--- config.mk ---
export PLATFORM = sky130hd
export DESIGN_NAME = rail_fence_transposer
export DESIGN_NICKNAME = d
export VERILOG_FILES = /design/src/rft_pkg.sv /design/src/rft_ctrl.sv /design/src/rft_dpath.sv /design/src/rail_fence_transposer.sv
export SDC_FILE = /design/constraint.sdc
export NUM_CORES = 1
export LEC_CHECK = 0
export BUFFER_PORTS_ARGS = -buffer_cell sky130_fd_sc_hd__buf_2
export CAP_MARGIN = 10
export CORE_ASPECT_RATIO = 0.75
export CORE_MARGIN = 1.5
export CORE_UTILIZATION = 25
export CTS_CLUSTER_SIZE = 16
export DETAILED_ROUTE_END_ITERATION = 10
export PLACE_DENSITY = 0.49
export SYNTH_ARGS = -nofsm -noshare
export SYNTH_HDL_FRONTEND = slang
export SYNTH_SLANG_ARGS = --single-unit
--- constraint.sdc ---
create_clock -name clk_i -period 4.8 [get_ports clk_i]
set_input_delay 0.24 -clock clk_i [delete_from_list [all_inputs] [get_ports clk_i]]
set_output_delay 0.24 -clock clk_i [all_outputs]
set_load 0.02 [all_outputs]
--- src/rft_pkg.sv ---
// Shared types and constants of the rail fence transposer.
`timescale 1ns / 1ps
package rft_pkg;

  localparam int unsigned RAIL_W = 5;
  localparam int unsigned ADDR_W = 3;
  localparam int unsigned DATA_W = 32;
  localparam logic [RAIL_W-1:0] RAIL_RESET = 5'd2;
  // paddr[2] is the register index; byte lanes below it are ignored
  localparam logic REG_RAIL_COUNT = 1'b0;

  typedef struct packed {
    logic       operation;
    logic [7:0] data_byte;
    logic       last_byte;
  } in_t;

  typedef struct packed {
    logic [7:0] out_byte;
    logic       out_last;
  } result_t;

  // controller to datapath
  typedef struct packed {
    logic load;
    logic init;
    logic step;
    logic emit_init;
    logic emit_step;
    logic clear;
  } cmd_t;

  // datapath to controller
  typedef struct packed {
    logic close;
    logic dec;
    logic last;
  } stat_t;

endpackage

--- src/rft_ctrl.sv ---
// Sequencer for load, walk and emit phases of the rail fence transposer.
`timescale 1ns / 1ps
module rft_ctrl import rft_pkg::*; (
  input  logic  clk_i,
  input  logic  rst_ni,
  input  logic  start_i,
  input  stat_t stat_i,
  output cmd_t  cmd_o,
  output logic  busy_o
);

  localparam logic [1:0] S_LOAD = 2'd0;
  localparam logic [1:0] S_WALK = 2'd1;
  localparam logic [1:0] S_GAP  = 2'd2;
  localparam logic [1:0] S_EMIT = 2'd3;

  logic [1:0] state_q, state_d;

  always_comb begin
    state_d = state_q;
    cmd_o   = '0;
    unique case (state_q)
      S_LOAD: begin
        if (start_i) begin
          cmd_o.load = 1'b1;
          if (stat_i.close) begin
            cmd_o.init = 1'b1;
            state_d    = S_WALK;
          end
        end
      end
      S_WALK: begin
        cmd_o.step = 1'b1;
        if (stat_i.last) begin
          cmd_o.clear = !stat_i.dec;
          state_d     = stat_i.dec ? S_GAP : S_LOAD;
        end
      end
      S_GAP: begin
        // let the final scatter write land before reading it back
        cmd_o.emit_init = 1'b1;
        state_d         = S_EMIT;
      end
      S_EMIT: begin
        cmd_o.emit_step = 1'b1;
        if (stat_i.last) begin
          cmd_o.clear = 1'b1;
          state_d     = S_LOAD;
        end
      end
      default: state_d = S_LOAD;
    endcase
  end

  always_ff @(posedge clk_i or negedge rst_ni) begin
    if (!rst_ni) begin
      state_q <= S_LOAD;
    end else begin
      state_q <= state_d;
    end
  end

  assign busy_o = (state_q != S_LOAD);

  a_close_busy: assert property (@(posedge clk_i) disable iff (!rst_ni)
    (cmd_o.load && stat_i.close) |=> busy_o)
    else $error("closing beat did not start a drain");

  a_gap_emit: assert property (@(posedge clk_i) disable iff (!rst_ni)
    cmd_o.emit_init |=> cmd_o.emit_step)
    else $error("emit pass did not follow the gap");

endmodule

--- src/rft_dpath.sv ---
// Block store, zigzag walk generator, scatter buffer and result registers.
`timescale 1ns / 1ps
module rft_dpath import rft_pkg::*; #(
  parameter int unsigned MAX_BLOCK = 64,
  parameter int unsigned MAX_RAILS = 16
) (
  input  logic              clk_i,
  input  logic              rst_ni,
  input  cmd_t              cmd_i,
  input  in_t               in_i,
  input  logic [RAIL_W-1:0] rail_count_i,
  output stat_t             stat_o,
  output logic              result_valid_o,
  output result_t           result_o
);

  localparam int unsigned AW = $clog2(MAX_BLOCK);
  localparam int unsigned CW = $clog2(MAX_BLOCK + 1);
  localparam int unsigned SW = $clog2(MAX_BLOCK + 61);
  localparam int unsigned RailCap = (MAX_RAILS < 31) ? MAX_RAILS : 31;
  localparam logic [RAIL_W-1:0] RAIL_CAP = RAIL_W'(RailCap);
  localparam logic [CW-1:0] BLOCK_FULL = CW'(MAX_BLOCK);

  logic [7:0] store_mem [MAX_BLOCK];
  logic [7:0] order_mem [MAX_BLOCK];

  logic [CW-1:0]     count_q;
  logic              mode_q;
  logic [RAIL_W-1:0] rails_q;
  logic [RAIL_W-1:0] rail_q;
  logic [AW-1:0]     pos_q;
  logic              phase_q;
  logic [AW-1:0]     k_q;

  logic              enc_vld_q, scat_vld_q, emit_vld_q;
  logic              walk_last_q, emit_last_q;
  logic [AW-1:0]     scat_pos_q;
  logic [7:0]        st_rd_q, ord_rd_q;

  logic [RAIL_W-1:0] eff_rails;
  logic [5:0]        step_dn, step_up, step_cyc, step_sel;
  logic [SW-1:0]     cand;
  logic              cand_ok;
  logic [AW-1:0]     st_raddr;
  logic [CW-1:0]     count_inc;

  assign count_inc = count_q + CW'(1);

  always_comb begin
    if (rail_count_i == '0) begin
      eff_rails = RAIL_W'(1);
    end else if (rail_count_i > RAIL_CAP) begin
      eff_rails = RAIL_CAP;
    end else begin
      eff_rails = rail_count_i;
    end
  end

  // next position on the current rail: alternate down and up legs
  always_comb begin
    step_dn  = {rails_q - RAIL_W'(1) - rail_q, 1'b0};
    step_up  = {rail_q, 1'b0};
    step_cyc = {rails_q - RAIL_W'(1), 1'b0};
    if (rails_q <= RAIL_W'(1)) begin
      step_sel = 6'd1;
    end else begin
      step_sel = phase_q ? step_up : step_dn;
      if (step_sel == '0) begin
        step_sel = step_cyc;
      end
    end
    cand    = SW'(pos_q) + SW'(step_sel);
    cand_ok = (cand < SW'(count_q));
  end

  assign st_raddr = mode_q ? k_q : pos_q;

  assign stat_o.close = in_i.last_byte || (count_inc == BLOCK_FULL);
  assign stat_o.dec   = mode_q;
  assign stat_o.last  = ((CW'(k_q) + CW'(1)) == count_q);

  always_ff @(posedge clk_i or negedge rst_ni) begin
    if (!rst_ni) begin
      count_q     <= '0;
      mode_q      <= 1'b0;
      rails_q     <= RAIL_RESET;
      rail_q      <= '0;
      pos_q       <= '0;
      phase_q     <= 1'b0;
      k_q         <= '0;
      enc_vld_q   <= 1'b0;
      scat_vld_q  <= 1'b0;
      emit_vld_q  <= 1'b0;
    end else begin
      enc_vld_q  <= cmd_i.step && !mode_q;
      scat_vld_q <= cmd_i.step && mode_q;
      emit_vld_q <= cmd_i.emit_step;
      if (cmd_i.load) begin
        if (count_q == '0) begin
          mode_q <= in_i.operation;
        end
        count_q <= count_inc;
      end
      if (cmd_i.init) begin
        rails_q <= eff_rails;
        rail_q  <= '0;
        pos_q   <= '0;
        phase_q <= 1'b0;
        k_q     <= '0;
      end
      if (cmd_i.step) begin
        k_q <= k_q + AW'(1);
      end
      if (cmd_i.emit_init) begin
        k_q <= '0;
      end
      if (cmd_i.emit_step) begin
        k_q <= k_q + AW'(1);
      end
      if (cmd_i.clear) begin
        count_q <= '0;
        rail_q  <= '0;
        pos_q   <= '0;
        phase_q <= 1'b0;
      end else if (cmd_i.step) begin
        if (cand_ok) begin
          pos_q   <= cand[AW-1:0];
          phase_q <= !phase_q;
        end else begin
          // rail exhausted: jump to the head of the next rail
          rail_q  <= rail_q + RAIL_W'(1);
          pos_q   <= AW'(rail_q + RAIL_W'(1));
          phase_q <= 1'b0;
        end
      end
    end
  end

  always_ff @(posedge clk_i) begin
    if (cmd_i.load) begin
      store_mem[count_q[AW-1:0]] <= in_i.data_byte;
    end
    st_rd_q <= store_mem[st_raddr];
  end

  always_ff @(posedge clk_i) begin
    if (scat_vld_q) begin
      order_mem[scat_pos_q] <= st_rd_q;
    end
    ord_rd_q <= order_mem[k_q];
  end

  always_ff @(posedge clk_i) begin
    scat_pos_q  <= pos_q;
    walk_last_q <= stat_o.last;
    emit_last_q <= stat_o.last;
  end

  assign result_valid_o    = enc_vld_q || emit_vld_q;
  assign result_o.out_byte = emit_vld_q ? ord_rd_q : st_rd_q;
  assign result_o.out_last = emit_vld_q ? emit_last_q : walk_last_q;

  a_walk_in_block: assert property (@(posedge clk_i) disable iff (!rst_ni)
    cmd_i.step |-> (CW'(pos_q) < count_q))
    else $error("walk position outside the block");

  a_rail_in_range: assert property (@(posedge clk_i) disable iff (!rst_ni)
    cmd_i.step |-> (rail_q < rails_q))
    else $error("walk rail beyond rail count");

  a_count_bound: assert property (@(posedge clk_i) disable iff (!rst_ni)
    cmd_i.load |-> (count_q < BLOCK_FULL))
    else $error("beat loaded into a full block");

  a_no_overlap: assert property (@(posedge clk_i) disable iff (!rst_ni)
    !(enc_vld_q && emit_vld_q))
    else $error("walk and emit results collide");

endmodule

--- src/rail_fence_transposer.sv ---
// Top level of the rail fence transposer: register port, sequencer and datapath.
//
//  channel   direction  handshake                payload
//  input     in         start / busy             in_i (operation, data_byte, last_byte)
//  result    out        result_valid_o strobe    result_o (out_byte, out_last)
//  config    in/out     psel/penable/pready      rail_count at byte address 0
//
// Loading accepts one byte per cycle while busy is low. A closed block drains
// in a walk for encrypt (one store read per walk step) and for decrypt in a
// walk that scatters into a second buffer, a gap state, a linear read pass; busy
// is high throughout. Results arrive the cycle after each read step, never held.
// Reset clears the control state and sets rail_count to 2; store contents stay.
`timescale 1ns / 1ps
module rail_fence_transposer import rft_pkg::*; #(
  parameter int unsigned MAX_BLOCK = 64,
  parameter int unsigned MAX_RAILS = 16
) (
  input  logic              clk_i,
  input  logic              rst_ni,
  input  logic              start,
  output logic              busy,
  input  in_t               in_i,
  output logic              result_valid_o,
  output result_t           result_o,
  input  logic              psel,
  input  logic              penable,
  input  logic              pwrite,
  input  logic [ADDR_W-1:0] paddr,
  input  logic [DATA_W-1:0] pwdata,
  output logic [DATA_W-1:0] prdata,
  output logic              pready
);

  logic [RAIL_W-1:0] rail_count_q;
  logic              cfg_wr;
  cmd_t              cmd;
  stat_t             stat;

  assign pready = 1'b1;
  assign cfg_wr = psel && penable && pwrite && pready;

  always_ff @(posedge clk_i or negedge rst_ni) begin
    if (!rst_ni) begin
      rail_count_q <= RAIL_RESET;
    end else if (cfg_wr && (paddr[2] == REG_RAIL_COUNT)) begin
      rail_count_q <= pwdata[RAIL_W-1:0];
    end
  end

  always_comb begin
    prdata = '0;
    if (paddr[2] == REG_RAIL_COUNT) begin
      prdata = DATA_W'(rail_count_q);
    end
  end

  rft_ctrl u_ctrl (
    .clk_i  (clk_i),
    .rst_ni (rst_ni),
    .start_i(start),
    .stat_i (stat),
    .cmd_o  (cmd),
    .busy_o (busy)
  );

  rft_dpath #(
    .MAX_BLOCK(MAX_BLOCK),
    .MAX_RAILS(MAX_RAILS)
  ) u_dpath (
    .clk_i         (clk_i),
    .rst_ni        (rst_ni),
    .cmd_i         (cmd),
    .in_i          (in_i),
    .rail_count_i  (rail_count_q),
    .stat_o        (stat),
    .result_valid_o(result_valid_o),
    .result_o      (result_o)
  );

endmodule
Yosys cells after proc, flatten, opt, wreduce, memory -nomap -nowiden
Memory sizes are Yosys's and may differ from the RTL's. A register that Yosys moved wholly into a read port is not among the register bits.
Index checks and enable logic that the tools add are counted.
- add/sub/neg operators: 8
- order comparisons: 3
- eq/ne operators: 9
- multiplexer cells: 44
- bitwise gates (word level): 1
- reductions and logical operators: 19
- operator list (cell ; number):
    6-bit two-way mux ; 11
    5-bit two-way mux ; 7
    1-bit two-way mux ; 14
    2-bit two-way mux ; 7
    7-bit two-way mux ; 2
    8-bit two-way mux ; 1
    2-bit case mux with 4 select lines ; 1
    6-bit by 1-bit adder with 7-bit output, second input constant ; 1
    6-bit by 6-bit adder with 7-bit output ; 1
    7-bit by 1-bit adder with 7-bit output, second input constant ; 1
    7-bit equality test ; 1
    7-bit equality test, second input constant ; 1
    7-bit zero test ; 1
    7-bit < comparator ; 1
    5-bit by 1-bit adder with 6-bit output, second input constant ; 1
    6-bit by 1-bit adder with 6-bit output, second input constant ; 1
    6-bit zero test ; 1
    5-bit by 1-bit adder with 5-bit output, second input constant ; 1
    5-bit > comparator, second input constant ; 1
    5-bit by 1-bit <= comparator with 1-bit output, second input constant ; 1
    1-bit logical AND ; 5
    5-bit zero test ; 1
    5-bit by 1-bit subtractor with 5-bit output, second input constant ; 1
    5-bit subtractor ; 1
    other kinds (14) ; 20
- register bits after elaboration: 48
- bits in writable memories: 1024
- input port bits: 51
- output and inout port bits: 44
- word-level logic and storage cells: 100
- memories kept: 2
- memories (name ; depth ; width ; rd ports ; clocked after Yosys merged registers in ; write ports ; RTL line ; RTL):
    u_dpath.order_mem ; 64 ; 8 ; 1 ; 1 ; 1 ; rft_dpath.sv:25 ; logic [7:0] order_mem [MAX_BLOCK];
    u_dpath.store_mem ; 64 ; 8 ; 1 ; 1 ; 1 ; rft_dpath.sv:24 ; logic [7:0] store_mem [MAX_BLOCK];

Longest topological paths before layout
- word-level depth: 11
- mapped depth: 26
- gate-level depth less buffers: 25

By module
From an unflattened synthesis, not the netlist that was laid out.
- cells, all modules: 3244
- area, all modules: 47287.9 um2
- by module, submodules not included (module ; instances ; cells an instance ; area an instance (um2) ; seq. area each (um2)):
    rft_dpath ; 1 ; 3183 ; 46689.8 ; 32062.0
    rail_fence_transposer ; 1 ; 46 ; 467.9 ; 126.4
    rft_ctrl ; 1 ; 15 ; 130.1 ; 50.0

Worst setup path before layout
OpenSTA, ideal clock, no wires.
- path type: reg2reg
- from: register u_dpath.rails_q[1]
- to: register u_dpath.rail_q[4]
- setup time: 0.094 ns
- data arrival time: 4.689 ns
- data required time: 4.706 ns
- path slack: 0.017 ns
- cell stages (with the launch flop): 27
- buffers on the path: 1
- period minus slack after synthesis: 4.783 ns
- path through: dfstp_2 -> inv_1 -> ha_1 -> xnor2_1 -> inv_1 -> ha_1 -> a21o_1 -> a21oi_1 -> xnor2_1 -> nor2_1 -> xnor2_1 -> nand3b_1 -> o22ai_1 -> ha_1 -> a21oi_1 -> o21ai_0 -> o21a_1 -> nor2_1 -> xnor2_1 -> ha_1 -> nor3_1 -> o21ai_0 -> a31o_2 -> clkbuf_1 -> a21oi_1 -> a21oi_1 -> a211oi_1
- word-level cells in the longest chain between the ends: 11
- elaborated cells between the ends (all ways): 12
- those cells by class: add/sub: 3; order compare: 2; mux: 6; reduce/logical: 1
- ends and longest elaborated chain (what ; RTL line ; RTL):
    start: declaration ; rft_dpath.sv:29 ; logic [RAIL_W-1:0] rails_q;
    start signal: assignment ; rft_dpath.sv:105 ; rails_q <= eff_rails;
    5-bit by 1-bit subtractor with 5-bit output ; rft_dpath.sv:61, rft_dpath.sv:63 ;
    5-bit subtractor ; rft_dpath.sv:61 ; step_dn = {rails_q - RAIL_W'(1) - rail_q, 1'b0};
    6-bit two-way mux ; rft_dpath.sv:67 ; step_sel = phase_q ? step_up : step_dn;
    6-bit zero test ; rft_dpath.sv:68 ; if (step_sel == '0) begin
    6-bit two-way mux ; rft_dpath.sv:68 ;
    6-bit two-way mux * ; rft_dpath.sv:64 ; if (rails_q <= RAIL_W'(1)) begin
    6-bit by 6-bit adder with 7-bit output * ; rft_dpath.sv:72 ; cand = SW'(pos_q) + SW'(step_sel);
    7-bit < comparator * ; rft_dpath.sv:73 ; cand_ok = (cand < SW'(count_q));
    5-bit two-way mux * ; rft_dpath.sv:126 ; if (cand_ok) begin
    5-bit two-way mux * ; rft_dpath.sv:125 ; end else if (cmd_i.step) begin
    5-bit two-way mux * ; rft_dpath.sv:120 ; if (cmd_i.clear) begin
    end signal: assignment ; rft_dpath.sv:131 ; rail_q <= rail_q + RAIL_W'(1);
    end: declaration ; rft_dpath.sv:30 ; logic [RAIL_W-1:0] rail_q;
Mark *: on every way between the ends. The rest lies on a longest branch, timed or not.
A chain may end at the register's enable or synchronous reset.

Worst setup path after layout
- from: register u_dpath.rails_q[1]
- to: register u_dpath.rail_q[1]
The elaborated chain is that of the path after synthesis.

==> impl_results.md <==
* Max cap viols at 0
* All-Layer GR Usage at 0.148
* Number of flops mapped to enable cells by yosys at 1024
* Die area at 0.192 mm2
* Count of nets left with antenna violations after detail routing at 0
* Sum of overflow across all layers after global routing at 0
* Post-synth ARST share at 0.0377
* Timing startpoint of the critical path: u_dpath.rails_q[1]
* Top-count cell post-synth: sky130_fd_sc_hd__edfxtp_1
* Count of clock tree sinks at 1088
* Die X-Extent at 506 um
* Actual slew at the worst max-slew pin at 1.27 ns
* Maximum fanout encountered on the critical timing path at 8
* Vias in the first global route at 28700
* Setup repair after global routing missed its margin: yes
* Synth-to-Final Area Change at 16.5%
* Cell count after placement at 5723
* Via count of the routed design at 29900
* Number of buffers on the longest clock path at 3
* Antenna violations before repair at 6
* Count of warnings emitted by yosys at 0
* Count of state elements after synthesis at 1088
* Worst slack at placement at -0.251 ns
* I/O Pins at 95
* Final core utilization at 0.293
* Synthesized instance count at 3230
* Most heavily used metal layer in global routing: met1
* Classification of the worst-slack hold path: input port to asynchronous set/reset pin
* Final setup violation count at 0
* Die span in y at 380 um
* Biggest area consumer among synthesized cells: sky130_fd_sc_hd__edfxtp_1
* Average instance area after synthesis at 14.7 um2
* Detailed-router iteration count before antenna repair at 5
* Leakage component of the power at 0.0174 uW
* Proportion of layout cells with a drive suffix above 1 at 0.187
* Power per cell area at 676 mW/mm2
* Met1 capacity usage during global routing at 0.223
* Hold violation total from the final report at 0
* Number of nets in the finished design at 3407
* Most area-consuming cells after synthesis: sky130_fd_sc_hd__edfxtp_1 65%, sky130_fd_sc_hd__mux4_2 8.1%, sky130_fd_sc_hd__a21oi_1 4.4%
* Commonest cells in the netlist: 1024 x sky130_fd_sc_hd__edfxtp_1, 420 x sky130_fd_sc_hd__a21oi_1, 258 x sky130_fd_sc_hd__nor2_1
* Critical Path End Type: flip-flop
* R2R Setup Slk at 0.10 ns
* Logic depth of the worst register-to-register path at 25
* Rows at 138
* H-tree depth at 3
* Effective utilization at floorplan at 0.251
* DRC violation total after the first TritonRoute iteration at 3567
* Vias per cell at 5.02
* Clock input transition at the sequential cells of the worst setup and hold paths at 0.06 ns
* Fraction of post-synthesis cell area in the top cell type by area at 0.649
* Capture point of the worst path: u_dpath.rail_q[1]
* Max Freq at 213 MHz
* Skew final at 0.0343 ns
* Setup TNS at 0 ns
* CTS tree: done
* Final Slew Violations at 0
* Number of filler cells placed in the layout at 18700
* Critical path launch point type: flip-flop
* CTS Buf Count at 115
* Worst endpoint data arrival time at 5.26 ns
* Final Instance Count excl. Fillers at 5957
* Final critical delay including setup and external delays at 4.70 ns
* DRC violation count after routing at 0
* Routability cong. at 0.847
* VDD IR-drop max at 0.000733 V
* Data required, critical path at 5.37 ns
* Final wirelength at 147 mm
* Post-route clock period utilization at 0.979
* Post-synthesis cell area at 0.0473 mm2
* GR Util met3 at 0.0264
* Classification of the worst setup path: flip-flop to flip-flop
* Core region area at 0.188 mm2
* Final Worst Setup Slack at 0.103 ns
* Flip-flop cell with the highest count after synthesis: sky130_fd_sc_hd__edfxtp_1
* Worst slew margin relative to its limit at 0.150
* Startpoint of the worst-slack reg-to-reg timing path: u_dpath.rails_q[1]
* Register area share after synthesis at 0.681
* Status: complete, no violations
* Pin count of the biggest net entering global routing at 134
* Root buf cell: sky130_fd_sc_hd__clkbuf_16
* GR Util met2 at 0.222
* Routed len/inst at 24.7 um
* Worst-Skew Late Latency at 0.75 ns
* Sum of net half-perimeters after detailed placement at 90.6 mm
* First-pass GRT wire length at 211 mm
* IO Port Bufs at 37
* Overall power consumption at 37300 uW
* R2R Path End: u_dpath.rail_q[1]
* Number of distinct library cells after synthesis at 80
-- timing repair --
item | CTS | global route
resized for setup | 12 | 33
pin swaps | 7 | 29
buffers inserted | 2 | 1
hold buffers | 8 | 0
endpoints found under the hold margin | 50 | 0
cloned | 0 | 0
endpoints found under the setup margin | 11 | 12
-- registers in the layout (all words and copies together) (netlist names), 6 cells and up, named ones only --
| register | flops |
|---|---|
| u_dpath.k_q | 6 |
| u_dpath.store_mem | 512 |
| u_dpath.scat_pos_q | 6 |
| u_dpath.order_mem | 512 |
| u_dpath.count_q | 7 |
| u_dpath.ord_rd_q | 8 |
| u_dpath.pos_q | 6 |
| u_dpath.st_rd_q | 8 |
-- final cells by class --
cell class	count	area (um2)	share of cell area
timing repair buffer	208	1640	0.0297
sequential	1088	32300	0.585
tap	2520	3150	0.0572
clock inverter	79	855	0.0155
antenna	2	5.00	0.0000907
inverter	42	168	0.00304
multi-input combinational	1877	14100	0.255
clock buffer	141	3010	0.0545
-- per-layer routing --
layer	vias to the layer above	wire [um]
met2	1190	64500
met5	-	0
met1	15600	68700
li1	12900	-
met4	0	2780
met3	177	10900
-- worst min path at each step --
stage / endpoint / depth (start not counted) / slack (ns)
CTS: u_ctrl.state_q[0] / 4 / 0.13
global placement: u_dpath.count_q[0] / 2 / 0.40
global route: u_dpath.count_q[4] / 3 / 0.18
finish: u_dpath.count_q[5] / 3 / 0.14
detailed placement: u_dpath.rail_q[1] / 2 / 0.40
floorplan: asynchronous set/reset pin / 0 / -0.06
-- critical path, cell delays in order (launching register included) --
cell                       delay [ns]
sky130_fd_sc_hd__dfstp_2         0.54
sky130_fd_sc_hd__inv_2           0.05
sky130_fd_sc_hd__ha_4            0.26
sky130_fd_sc_hd__inv_2           0.04
sky130_fd_sc_hd__ha_1            0.25
sky130_fd_sc_hd__nor2b_1         0.12
sky130_fd_sc_hd__o21ai_0         0.21
sky130_fd_sc_hd__a21boi_0        0.15
sky130_fd_sc_hd__o31ai_2         0.30
sky130_fd_sc_hd__nor2_2          0.09
sky130_fd_sc_hd__nand3b_1        0.13
sky130_fd_sc_hd__o22ai_2         0.11
sky130_fd_sc_hd__buf_4           0.14
sky130_fd_sc_hd__fa_2            0.35
sky130_fd_sc_hd__a21o_1          0.18
sky130_fd_sc_hd__a21oi_2         0.20
sky130_fd_sc_hd__buf_4           0.13
sky130_fd_sc_hd__nor2b_1         0.03
sky130_fd_sc_hd__o21ai_1         0.11
sky130_fd_sc_hd__nand2b_1        0.08
sky130_fd_sc_hd__ha_1            0.31
sky130_fd_sc_hd__a31oi_1         0.22
sky130_fd_sc_hd__buf_4           0.22
sky130_fd_sc_hd__nor2_4          0.06
sky130_fd_sc_hd__a22oi_2         0.19
sky130_fd_sc_hd__nor2_1          0.07
-- stage by stage --
step | cell area, um2 | hold slack [ns]
floorplan | 47400 | -0.0556
global placement | 51000 | 0.405
detailed placement | 51000 | 0.400
CTS | 55000 | 0.131
global route | 55200 | 0.181
finish | 55200 | 0.141
-- layout by cell type, fill, tap and decap left out, types with 64 or more instances in the layout --
master / n
sky130_fd_sc_hd__edfxtp_1: 1024
sky130_fd_sc_hd__mux4_2: 170
sky130_fd_sc_hd__nor2_1: 255
sky130_fd_sc_hd__a21oi_1: 414
sky130_fd_sc_hd__nand2b_1: 141
sky130_fd_sc_hd__clkbuf_16: 115
sky130_fd_sc_hd__o22ai_1: 68
sky130_fd_sc_hd__o21ai_0: 64
sky130_fd_sc_hd__a211oi_1: 109
sky130_fd_sc_hd__buf_4: 149
sky130_fd_sc_hd__a22oi_1: 77
sky130_fd_sc_hd__nand2_1: 100
-- power by group --
group / internal (uW) / switching, uW / total, uW
Combinational: 6310 / 9510 / 15800
Clock: 5270 / 3850 / 9120
Sequential: 11400 / 922 / 12300
-- kinds of logic (layout without fill, tap and decap cells) --
family                   Yosys count  count (layout)  share of synthesized area
XOR/XNOR                          26              26                    0.00481
multiplexers                     194             194                     0.0864
AO/OA/AOI/OAI                    923             923                      0.122
buffers and inverters            291             470                     0.0295
adder cells (fa/ha/maj)           24              24                    0.00666
flip-flops                      1088            1088                      0.681
AND/OR/NAND/NOR                  682             682                     0.0700
other                              2              30                   0.000159
Note: power is estimated with default switching activity, not from simulation.
